<file path="src/hw/rtl/sfcr_pkg.sv">
package sfcr_pkg;

    localparam int RAW_W      = 32;
    localparam int SAMPLE_W   = 16;
    localparam int FMT_W      = 3;
    localparam int STEP_W     = 21;
    localparam int CFG_IDX_W  = 3;
    localparam int CFG_DATA_W = 21;

    // sample format codes
    localparam logic [FMT_W-1:0] FMT_INT16   = 3'd0;
    localparam logic [FMT_W-1:0] FMT_INT24   = 3'd1;
    localparam logic [FMT_W-1:0] FMT_INT32   = 3'd2;
    localparam logic [FMT_W-1:0] FMT_FLOAT32 = 3'd3;

    // register indexes
    localparam logic [CFG_IDX_W-1:0] CFG_SAMPLE_FORMAT   = 3'd0;
    localparam logic [CFG_IDX_W-1:0] CFG_SOURCE_MONO     = 3'd1;
    localparam logic [CFG_IDX_W-1:0] CFG_TARGET_MONO     = 3'd2;
    localparam logic [CFG_IDX_W-1:0] CFG_RESAMPLE_ENABLE = 3'd3;
    localparam logic [CFG_IDX_W-1:0] CFG_PHASE_STEP      = 3'd4;

    localparam logic [STEP_W-1:0] STEP_RESET = 21'd65536;

    localparam logic signed [SAMPLE_W-1:0] SAMPLE_MAX = 16'sh7fff;
    localparam logic signed [SAMPLE_W-1:0] SAMPLE_MIN = 16'sh8000;

    typedef logic signed [SAMPLE_W-1:0] t_sample;

endpackage

</file>
<file path="src/hw/rtl/sfcr_convert.sv">
// Raw channel word to signed 16-bit sample.
module sfcr_convert
    import sfcr_pkg::*;
(
    input  logic [RAW_W-1:0] i_word,
    input  logic [FMT_W-1:0] i_format,
    output t_sample          o_sample
);

    logic [RAW_W-1:0] neg_word;
    t_sample          int32_val;
    logic             f_sign;
    logic [7:0]       f_expo;
    logic [23:0]      f_mant;
    logic [7:0]       f_shift;
    logic [23:0]      f_mag;
    t_sample          float_val;

    always_comb begin
        neg_word  = ~i_word + 32'd1;
        int32_val = i_word[31] ? (16'd0 - neg_word[31:16]) : i_word[31:16];

        f_sign  = i_word[31];
        f_expo  = i_word[30:23];
        f_mant  = {(f_expo != 8'd0), i_word[22:0]};
        f_shift = 8'd135 - f_expo;
        f_mag   = (f_shift >= 8'd24) ? 24'd0 : (f_mant >> f_shift[4:0]);

        if (f_expo == 8'hff) begin
            // NaN reads as silence, infinity saturates
            if (i_word[22:0] != 23'd0) begin
                float_val = '0;
            end else begin
                float_val = f_sign ? SAMPLE_MIN : SAMPLE_MAX;
            end
        end else if (f_expo >= 8'd135) begin
            float_val = f_sign ? SAMPLE_MIN : SAMPLE_MAX;
        end else if (f_sign) begin
            float_val = (f_mag >= 24'd32768) ? SAMPLE_MIN : (16'd0 - f_mag[15:0]);
        end else begin
            float_val = (f_mag > 24'd32767) ? SAMPLE_MAX : f_mag[15:0];
        end

        case (i_format)
            FMT_INT16:   o_sample = i_word[15:0];
            FMT_INT24:   o_sample = i_word[23:8];
            FMT_INT32:   o_sample = int32_val;
            FMT_FLOAT32: o_sample = float_val;
            default:     o_sample = '0;
        endcase
    end

endmodule

</file>
<file path="src/hw/rtl/sfcr_interp.sv">
// One interpolation lane: held + (cur - held) * frac, truncated toward zero.
// Product is registered; the add and round happen on the way to the output register.
module sfcr_interp
    import sfcr_pkg::*;
#(
    parameter int FRAC_BITS = 16
) (
    input  logic                 i_clk,
    input  logic                 i_load,
    input  t_sample              i_held,
    input  t_sample              i_cur,
    input  logic [FRAC_BITS-1:0] i_frac,
    output t_sample              o_sample
);

    localparam int PW = FRAC_BITS + 18;

    logic signed [16:0]        diff;
    logic signed [FRAC_BITS:0] frac_s;
    logic signed [PW-1:0]      n_prod;
    logic signed [PW-1:0]      r_prod;
    t_sample                   r_base;
    logic signed [PW-1:0]      num;
    logic signed [PW-1:0]      bias;
    logic signed [PW-1:0]      adj;

    always_comb begin
        diff   = {i_cur[15], i_cur} - {i_held[15], i_held};
        frac_s = $signed({1'b0, i_frac});
        n_prod = diff * frac_s;
    end

    always_ff @(posedge i_clk) begin
        if (i_load) begin
            r_prod <= n_prod;
            r_base <= i_held;
        end
    end

    always_comb begin
        num  = $signed({{2{r_base[15]}}, r_base, {FRAC_BITS{1'b0}}}) + r_prod;
        bias = num[PW-1] ? $signed({{(PW-FRAC_BITS){1'b0}}, {FRAC_BITS{1'b1}}}) : '0;
        adj  = num + bias;
        o_sample = adj[FRAC_BITS+15:FRAC_BITS];
    end

endmodule

</file>
<file path="src/hw/rtl/stereo_frame_convert_resample_core.sv">
// Stereo frame converter with linear-interpolation rate conversion. Each input
// transaction carries one source frame (two raw channel words and a silent
// flag); both words are converted to signed 16 bits side by side by two
// converter lanes, then mapped for mono source / mono target. In bypass
// (resample_enable = 0) the frame is presented as one output transaction with
// last_of_run set once it has passed the raw-word, current-frame and output
// registers, and the next input is taken once the core is back in idle. With
// resampling on, the first frame after reset is only held; after that each
// input yields zero to MAX_RUN output frames, interpolated between the held
// and current frame at the Q.PHASE_FRAC_BITS phase. The two interpolation
// lanes register their product in the multiply state and the merge into the
// output register follows in the emit state, which waits while the output
// side stalls. The output register lets the next input transaction be taken
// while the final frame of a run is still waiting. Configuration is a plain
// write port and should only be written when the core is idle with no frame
// pending.
module stereo_frame_convert_resample_core
    import sfcr_pkg::*;
#(
    parameter int PHASE_FRAC_BITS = 16,
    parameter int MAX_RUN         = 64
) (
    input  logic                  i_clk,
    input  logic                  i_rst_n,
    // configuration
    input  logic                  i_cfg_wr_en,
    input  logic [CFG_IDX_W-1:0]  i_cfg_index,
    input  logic [CFG_DATA_W-1:0] i_cfg_wdata,
    // input frame
    input  logic                  i_in_valid,
    output logic                  o_in_ready,
    input  logic [RAW_W-1:0]      i_first_raw,
    input  logic [RAW_W-1:0]      i_second_raw,
    input  logic                  i_silent,
    // output frame
    output logic                  o_out_valid,
    input  logic                  i_out_ready,
    output t_sample               o_left_sample,
    output t_sample               o_right_sample,
    output logic                  o_last_of_run
);

    // phase must hold 1.0 plus a full step
    localparam int PW = ((PHASE_FRAC_BITS > STEP_W) ? PHASE_FRAC_BITS : STEP_W) + 1;
    localparam int CW = $clog2(MAX_RUN);
    localparam logic [PW-1:0] PHASE_ONE = PW'(1) << PHASE_FRAC_BITS;
    localparam logic [CW-1:0] RUN_LAST  = CW'(MAX_RUN - 1);

    localparam logic [2:0] ST_IDLE = 3'd0;
    localparam logic [2:0] ST_CONV = 3'd1;
    localparam logic [2:0] ST_BYP  = 3'd2;
    localparam logic [2:0] ST_MUL  = 3'd3;
    localparam logic [2:0] ST_EMIT = 3'd4;

    // configuration registers
    logic [FMT_W-1:0]  r_fmt;
    logic              r_src_mono;
    logic              r_tgt_mono;
    logic              r_rs_en;
    logic [STEP_W-1:0] r_step;

    always_ff @(posedge i_clk) begin
        if (!i_rst_n) begin
            r_fmt      <= FMT_INT16;
            r_src_mono <= 1'b0;
            r_tgt_mono <= 1'b0;
            r_rs_en    <= 1'b0;
            r_step     <= STEP_RESET;
        end else if (i_cfg_wr_en) begin
            case (i_cfg_index)
                CFG_SAMPLE_FORMAT:   r_fmt      <= i_cfg_wdata[FMT_W-1:0];
                CFG_SOURCE_MONO:     r_src_mono <= i_cfg_wdata[0];
                CFG_TARGET_MONO:     r_tgt_mono <= i_cfg_wdata[0];
                CFG_RESAMPLE_ENABLE: r_rs_en    <= i_cfg_wdata[0];
                CFG_PHASE_STEP:      r_step     <= i_cfg_wdata[STEP_W-1:0];
                default:             ;
            endcase
        end
    end

    // datapath and control registers
    logic [2:0]       r_state,     n_state;
    logic [RAW_W-1:0] r_first,     n_first;
    logic [RAW_W-1:0] r_second,    n_second;
    logic             r_silent,    n_silent;
    t_sample          r_cur_l,     n_cur_l;
    t_sample          r_cur_r,     n_cur_r;
    t_sample          r_held_l,    n_held_l;
    t_sample          r_held_r,    n_held_r;
    logic             r_have_held, n_have_held;
    logic [PW-1:0]    r_phase,     n_phase;
    logic [CW-1:0]    r_count,     n_count;
    logic             r_out_valid, n_out_valid;
    t_sample          r_out_l,     n_out_l;
    t_sample          r_out_r,     n_out_r;
    logic             r_out_last,  n_out_last;

    // converter lanes
    t_sample conv0;
    t_sample conv1;

    sfcr_convert u_conv0 (
        .i_word   (r_first),
        .i_format (r_fmt),
        .o_sample (conv0)
    );

    sfcr_convert u_conv1 (
        .i_word   (r_second),
        .i_format (r_fmt),
        .o_sample (conv1)
    );

    // channel mapping
    t_sample map_c0;
    t_sample map_c1;
    t_sample map_l;
    t_sample map_r;

    always_comb begin
        map_c0 = r_silent ? '0 : conv0;
        map_c1 = r_src_mono ? map_c0 : (r_silent ? '0 : conv1);
        map_l  = map_c0;
        map_r  = r_tgt_mono ? map_c0 : map_c1;
    end

    // interpolation lanes
    logic    lane_load;
    t_sample lerp_l;
    t_sample lerp_r;

    assign lane_load = (r_state == ST_MUL);

    sfcr_interp #(
        .FRAC_BITS (PHASE_FRAC_BITS)
    ) u_lerp_l (
        .i_clk    (i_clk),
        .i_load   (lane_load),
        .i_held   (r_held_l),
        .i_cur    (r_cur_l),
        .i_frac   (r_phase[PHASE_FRAC_BITS-1:0]),
        .o_sample (lerp_l)
    );

    sfcr_interp #(
        .FRAC_BITS (PHASE_FRAC_BITS)
    ) u_lerp_r (
        .i_clk    (i_clk),
        .i_load   (lane_load),
        .i_held   (r_held_r),
        .i_cur    (r_cur_r),
        .i_frac   (r_phase[PHASE_FRAC_BITS-1:0]),
        .o_sample (lerp_r)
    );

    // phase walk
    logic [PW-1:0] phase_sum;
    logic          sum_ge_one;
    logic          phase_ge_one;
    logic          run_last;
    logic          out_free;

    always_comb begin
        phase_sum    = r_phase + PW'(r_step);
        sum_ge_one   = (phase_sum[PW-1:PHASE_FRAC_BITS] != '0);
        phase_ge_one = (r_phase[PW-1:PHASE_FRAC_BITS] != '0);
        run_last     = sum_ge_one || (r_count == RUN_LAST);
        out_free     = !r_out_valid || i_out_ready;
    end

    always_comb begin
        n_state     = r_state;
        n_first     = r_first;
        n_second    = r_second;
        n_silent    = r_silent;
        n_cur_l     = r_cur_l;
        n_cur_r     = r_cur_r;
        n_held_l    = r_held_l;
        n_held_r    = r_held_r;
        n_have_held = r_have_held;
        n_phase     = r_phase;
        n_count     = r_count;
        n_out_valid = r_out_valid && !i_out_ready;
        n_out_l     = r_out_l;
        n_out_r     = r_out_r;
        n_out_last  = r_out_last;

        case (r_state)
            ST_IDLE: begin
                if (i_in_valid) begin
                    n_first  = i_first_raw;
                    n_second = i_second_raw;
                    n_silent = i_silent;
                    n_state  = ST_CONV;
                end
            end
            ST_CONV: begin
                n_cur_l = map_l;
                n_cur_r = map_r;
                n_count = '0;
                if (!r_rs_en) begin
                    n_state = ST_BYP;
                end else if (!r_have_held) begin
                    // first frame only primes the history
                    n_held_l    = map_l;
                    n_held_r    = map_r;
                    n_have_held = 1'b1;
                    n_state     = ST_IDLE;
                end else if (phase_ge_one) begin
                    // downsampling: frame skipped
                    n_held_l = map_l;
                    n_held_r = map_r;
                    n_phase  = r_phase - PHASE_ONE;
                    n_state  = ST_IDLE;
                end else begin
                    n_state = ST_MUL;
                end
            end
            ST_BYP: begin
                if (out_free) begin
                    n_out_valid = 1'b1;
                    n_out_l     = r_cur_l;
                    n_out_r     = r_cur_r;
                    n_out_last  = 1'b1;
                    n_state     = ST_IDLE;
                end
            end
            ST_MUL: begin
                n_state = ST_EMIT;
            end
            ST_EMIT: begin
                if (out_free) begin
                    n_out_valid = 1'b1;
                    n_out_l     = lerp_l;
                    n_out_r     = lerp_r;
                    n_out_last  = run_last;
                    n_count     = r_count + CW'(1);
                    if (run_last) begin
                        // run cap with phase short of 1.0 drops the rest
                        n_phase  = sum_ge_one ? (phase_sum - PHASE_ONE) : '0;
                        n_held_l = r_cur_l;
                        n_held_r = r_cur_r;
                        n_state  = ST_IDLE;
                    end else begin
                        n_phase = phase_sum;
                        n_state = ST_MUL;
                    end
                end
            end
            default: begin
                n_state = ST_IDLE;
            end
        endcase
    end

    always_ff @(posedge i_clk) begin
        if (!i_rst_n) begin
            r_state     <= ST_IDLE;
            r_have_held <= 1'b0;
            r_phase     <= '0;
            r_count     <= '0;
            r_out_valid <= 1'b0;
        end else begin
            r_state     <= n_state;
            r_have_held <= n_have_held;
            r_phase     <= n_phase;
            r_count     <= n_count;
            r_out_valid <= n_out_valid;
        end
    end

    always_ff @(posedge i_clk) begin
        r_first    <= n_first;
        r_second   <= n_second;
        r_silent   <= n_silent;
        r_cur_l    <= n_cur_l;
        r_cur_r    <= n_cur_r;
        r_held_l   <= n_held_l;
        r_held_r   <= n_held_r;
        r_out_l    <= n_out_l;
        r_out_r    <= n_out_r;
        r_out_last <= n_out_last;
    end

    // no transaction is taken while reset is held
    assign o_in_ready     = i_rst_n && (r_state == ST_IDLE);
    assign o_out_valid    = r_out_valid;
    assign o_left_sample  = r_out_l;
    assign o_right_sample = r_out_r;
    assign o_last_of_run  = r_out_last;

endmodule

</file>
<file path="config.mk">
export PLATFORM = sky130hd
export DESIGN_NAME = stereo_frame_convert_resample_core
export DESIGN_NICKNAME = d
export VERILOG_FILES = /design/src/hw/rtl/sfcr_pkg.sv /design/src/hw/rtl/sfcr_convert.sv /design/src/hw/rtl/sfcr_interp.sv /design/src/hw/rtl/stereo_frame_convert_resample_core.sv
export SDC_FILE = /design/constraint.sdc
export NUM_CORES = 2
export LEC_CHECK = 0
export BUFFER_PORTS_ARGS = -buffer_cell sky130_fd_sc_hd__buf_4
export CAP_MARGIN = 20
export CORE_MARGIN = 5
export CORE_UTILIZATION = 66
export CTS_BUF_LIST = sky130_fd_sc_hd__clkbuf_16
export DETAILED_ROUTE_END_ITERATION = 16
export PLACE_DENSITY = 0.9
export SYNTH_ARGS = -nofsm -noshare
export SYNTH_HDL_FRONTEND = slang
export SYNTH_SLANG_ARGS = --single-unit
export TNS_END_PERCENT = 1
</file>
<file path="constraint.sdc">
create_clock -name i_clk -period 12.6 [get_ports i_clk]
set_input_delay 2.52 -clock i_clk [delete_from_list [all_inputs] [get_ports i_clk]]
set_output_delay 2.52 -clock i_clk [all_outputs]
set_load 0.02 [all_outputs]
</file>
==> Word-level counts from Yosys, hierarchy flattened <==
Cells that the tools add are included.
{ "word_totals": {"register_bits": 322, "wordCells": 174} }
{ "classes": {"addsub": 18, "n_mul": 2, "n_lt_le_gt_ge": 8, "n_eq_ne": 22, "n_shift": 2, "muxes": 66, "n_bitwise": 2, "reduce_logical": 30} }
{ "ops": {"columns": ["operator", "count"], "rows": [
  ["$mux 16", 36],
  ["$mux 22", 6],
  ["$pmux 16 s2", 4],
  ["$pmux 16 s4", 2],
  ["$add 32x34->34", 2],
  ["$mul 17x17->34", 2],
  ["$add 32x1->32 const B", 2],
  ["$add 32x32->32", 2],
  ["$not 32->32", 2],
  ["$sub 1x16->16 const A", 4],
  ["$ge 24x16->1 const B", 2],
  ["$gt 24x15->1 const B", 2],
  ["$mux 24", 2],
  ["$shr 24x5->24", 2],
  ["$reduce_bool 23->1", 2],
  ["$pmux 22 s2", 1],
  ["$sub 22x17->22 const B", 2],
  ["$sub 16x16->17", 2],
  ["$add 22x21->22", 1],
  ["$eq 3x2->1 const B", 6],
  ["$eq 8x8->1 const B", 2],
  ["$ge 8x5->1 const B", 2],
  ["$ge 8x8->1 const B", 2],
  ["$reduce_and 2->1", 8],
  ["other kinds (24)", 52]
]} }

==> Logic depth before layout (Yosys ltp) <==
{ "logic_depth": {"ltp_word": 16, "ltp_mapped": 39} }

==> By module <==
Synthesis repeated with hierarchy kept, for this count alone.
{ "unflattened": {"cells_unflattened": 4987, "hier_area_um2": 45311.0} }
{ "by_module_without_submodules": {"columns": ["mod", "n_inst", "cells_per_inst", "area_each_um2", "seq_area_each_um2"], "rows": [
  ["sfcr_interp at u_lerp_l", 1, 1599, 14471.4, 1501.4],
  ["sfcr_interp at u_lerp_r", 1, 1550, 14350.0, 1501.4],
  ["stereo_frame_convert_resample_core", 1, 906, 9933.3, 6065.8],
  ["sfcr_convert", 2, 466, 3278.1, 0.0]
]} }

==> Worst setup path after synthesis <==
OpenSTA, ideal clock, no wires.
{ "synth_path": {"kind": "register -> register", "from": "register r_cur_r[0]", "to": "register u_lerp_r.r_prod[30] (data pin)", "setup_time_ns": 0.158, "t_arrival_ns": 8.674, "path_slack_ns": 3.768, "stages_incl_launch_ff": 37, "period_less_slack_ns": 8.832, "path_cell_list": "edfxtp_1 > inv_1 > ha_1 > fa_1 > nor2b_1 > o21ai_0 > a21boi_0 > o21ai_0 > a21boi_0 > o21ai_0 > a21oi_1 > a2111oi_0 > o31ai_1 > xor2_1 > clkbuf_1 > nand2_1 > fa_1 > fa_1 > fa_1 > inv_1 > fa_1 > fa_1 > inv_1 > fa_1 > inv_1 > ha_1 > o21a_1 > o211ai_1 > o21ai_0 > nand2_1 > o31ai_1 > o31a_1 > o21a_1 > o31ai_1 > a211o_1 > or4b_2 > o211ai_1"} }
{ "synth_via": {"elab_chain_len": 2} }
{ "synth_rtl": {"columns": ["item", "line_no", "source"], "rows": [
  ["start: declaration", "stereo_frame_convert_resample_core.sv:87", "t_sample r_cur_r, n_cur_r;"],
  ["start signal: assignment", "stereo_frame_convert_resample_core.sv:277", "r_cur_r <= n_cur_r;"],
  ["$sub 16x16->17", "sfcr_interp.sv:28", "diff = {i_cur[15], i_cur} - {i_held[15], i_held};"],
  ["$mul 17x17->34", "sfcr_interp.sv:30", "n_prod = diff * frac_s;"],
  ["net u_lerp_r.n_prod[30]", "sfcr_interp.sv:20", "logic signed [PW-1:0] n_prod;"],
  ["end signal: assignment", "sfcr_interp.sv:35", "r_prod <= n_prod;"],
  ["end: declaration", "sfcr_interp.sv:21", "logic signed [PW-1:0] r_prod;"]
]} }
The timed path passes the listed nets, and every way through them passes these cells.
A chain may end at the register's enable or synchronous reset.

==> Worst setup path after layout <==
Ends and elaborated chain as after synthesis.

==> flow_summary.yaml <==
outcome:
  run_status: "completed"
worst_setup_path:
  worst_r2r_path_depth: 36
  critPathRequiredTime_ps: 13000
  crit_slowest_cell: "a2111oi_0"
  critical_path_class: "flip-flop to flip-flop"
  setup.worst_path.end: "u_lerp_r.r_prod[30]"
  worstSetupStartpoint: "r_cur_r[0]"
  r2r_start: "r_cur_r[0]"
  cp_max_fo: 16
  r2r_slack_ps: 2440
  crit_top_cell: "fa_1"
  critPathCaptureType: "flip-flop"
  start_kind: "flip-flop"
  arrival_ps: 10560
  reg2reg_to: "u_lerp_r.r_prod[30]"
  cp_slowest_stage_delay_ps: 820
grt:
  grt_overflow: 0
  grt_pass1_vias: 37290
  antenna_found_initial: 1
  grt_max_degree: 88
  grt_usage_pct: 33.36
  grt_pass1_wl_um: 192800
clock_tree:
  clk_pin_slew_ps: 60
  numCtsBuffers: 38
  clockBufferDepth: 3
  cts_root_buffer: "clkbuf_16"
  hold_buffers: 0
  cts_repair_resize_count: 0
  cts_tree: "built"
  post_cts_buffers: 0
  clock_latency_ps: 580
  htreeDepth: 2
  cts_sinks: 322
timing:
  period_needed_ps: 10160
  rsz0062_at_grt: "no"
  hold_violations: 0
  timing.fmax_mhz: 98.40
  fin_skew_ps: 28.74
  setup-tns-final_ps: 0
  timing.slew.headroom_pct: 21.89
  worstMarginPinSlew_ps: 1166
  setup_viol: 0
  period_share_pct: 80.66
  maxSlewViolCount: 0
synthesis:
  yosys-top-cells-area: "fa_1, edfxtp_1, ha_1"
  syn_inst: 4739
  synth_simple_gate_area_share_pct: 16.02
  muxShareOfSynthArea_pct: 4.789
  yosys_register_bits: 322
  ys_seq_area_share_pct: 20.59
  synth_compound_area_share_pct: 11.77
  async_flop_share_pct: 0
  synth_area_per_cell_sq_um: 9.296
  ys.flop_type: "edfxtp_1"
  synth_warnings: 0
  ys_types: 103
  syn-cell-area_sq_um: 44050
  synth_fa_ha_area_share_pct: 33.89
  synth_top_family_by_area: "adder cells"
  synth.top_cells.by_count: "inv_1, fa_1, nand2_1"
  synth_top_area_share_pct: 25.04
  synth_most_common_cell: "inv_1"
  syn-num-nets: 5690
  synth-xor-area-share_pct: 4.215
  yosysTopAreaCell: "fa_1"
  synth-edff-count: 262
floorplan:
  start_util_pct: 66.77
  die_h_um: 268.4
  num_rows: 94
  core_sq_um: 65980
  dieWidth_um: 268.4
  io_pins: 129
  die_area_sq_um: 72010
power:
  vdd_drop_max_mv: 0.1286
  leakage_uw: 0.02187
  power_uw: 3298
  pwr_density_cell_nw_per_um2: 70.22
drt:
  wl_um: 119200
  drt-vias-per-instance: 6.352
  post_drt_wl_per_cell_um: 21.14
  drc: 0
  drtIter0Drc: 3805
  vias: 35810
  drtPass1Iterations: 7
  ant_nets: 0
place:
  dp_hpwl_um: 90410
  io_buffer_count: 128
  place.gp.congestion: 0.9831
layout:
  final_layout_size_suffix_gt1_share_pct: 8.318
  num-fill-cells: 4653
  area_delta_synth_final_pct: 6.620
  finalNetCount: 5694
  fin_util_pct: 71.19
hold_path:
  min_path_cells: 0
  hp-class: "flip-flop to flip-flop"
job:
  cap_violations: 0
-- layout by cell type, fill, tap and decap left out, types with 11 or more instances in the layout --
cell type  Yosys  routed
nor3_1        70      68
a31oi_1       23      23
mux4_2        45      45
a21o_1        64      64
buf_4          1     188
o21a_1        28      28
a22o_1        21      21
or2_2         18      18
a311oi_1      14      14
inv_1        776     780
ha_1         306     306
dfxtp_1       60      60
nor2b_1       90      90
a21oi_1      170     169
xnor2_1      157     154
fa_1         551     551
nand3_1       84      84
nand2b_1      41      41
o21ai_0      162     162
mux2_2        36      36
and2_1       223     223
xor2_1        55      55
or3_1         22      22
edfxtp_1     262     262
mux2i_1       69      69
o211ai_1      25      25
o22ai_1       14      14
a21boi_0      35      35
nor2_1       188     185
o21bai_1      21      21
nor4_1        24      24
clkbuf_16      0      38
o31ai_1       22      22
nand2_1      521     520
nand4_1       31      31
a211o_1       11      11
a211oi_1      41      41
and3_1        45      45
-- cell families after synthesis --
kind of cell	count (synthesis)
compound gates	769
xor+xnor	212
fa+ha+maj	864
buf+inv	1005
flops	322
mux	150
simple gates	1417
-- layer usage --
layer | track usage, % | routed length [um]
met2 | 54.89 | 56410
met4 | 17.39 | 7605
met1 | 42.76 | 43440
met3 | 5.851 | 11730
met5 | 0 | 0
-- worst min path at each step --
stage            startpoint                   to  slack, ps
2_1_floorplan  r_held_l[10]  u_lerp_l.r_base[10]        430
3_3_place_gp    r_held_r[3]   u_lerp_r.r_base[3]        430
3_5_place_dp    r_held_r[3]   u_lerp_r.r_base[3]        440
4_1_cts         r_held_r[9]   u_lerp_r.r_base[9]        450
5_1_grt         r_held_r[9]   u_lerp_r.r_base[9]        470
6_report        r_held_r[0]   u_lerp_r.r_base[0]        450
-- worst max-delay path, delay by kind of cell, from the launching register on --
kind / cells / cell delay (ps)
AOI/OAI and AO/OA: 17 / 4300
xor gates and xnor gates: 1 / 160
adders and majority gates: 9 / 3760
buffers and inverters: 5 / 480
DFF: 1 / 420
and+or+nand+nor: 4 / 850
-- report_power, final --
group	internal [uW]	switching, uW
Clock	663	483
Sequential	1210	71.8
Combinational	293	573
Total	2170	1130
-- final cells by class --
| class | count | area [sq um] | share of cell area, % |
|---|---|---|---|
| clock buffer | 38 | 950.9 | 2.025 |
| inverter | 780 | 2930 | 6.239 |
| tap | 864 | 1081 | 2.302 |
| antenna | 1 | 2.502 | 0.005328 |
| sequential | 322 | 9069 | 19.31 |
| clock inverter | 32 | 332.8 | 0.7086 |
| multi-input combinational | 3412 | 31190 | 66.40 |
| timing repair buffer | 189 | 1416 | 3.015 |
-- through the flow --
step / worst slack (ps) / cell area, sq um / std cells / hold slack (ps)
4_1_cts: 2614 / 46960 / 5635 / 453.4
6_report: 2437 / 46970 / 5638 / 453.4
2_1_floorplan: 3768 / 44050 / 4739 / 426.4
3_5_place_dp: 2751 / 45670 / 5565 / 441.5
5_1_grt: 1944 / 46970 / 5638 / 468.1
3_3_place_gp: 3187 / 45670 / 5565 / 433.4
-- registers in the layout (all words and copies together), names as in the netlist, 16 cells and up --
name / cells
o_left_sample: 16
o_right_sample: 16
r_cur_l: 16
r_cur_r: 16
r_first: 32
r_held_l: 16
r_held_r: 16
r_phase: 22
r_second: 32
r_step: 21
u_lerp_l.r_base: 16
u_lerp_l.r_prod: 34
u_lerp_r.r_base: 16
u_lerp_r.r_prod: 34
No activity file was read; power rests on OpenSTA's default activity.
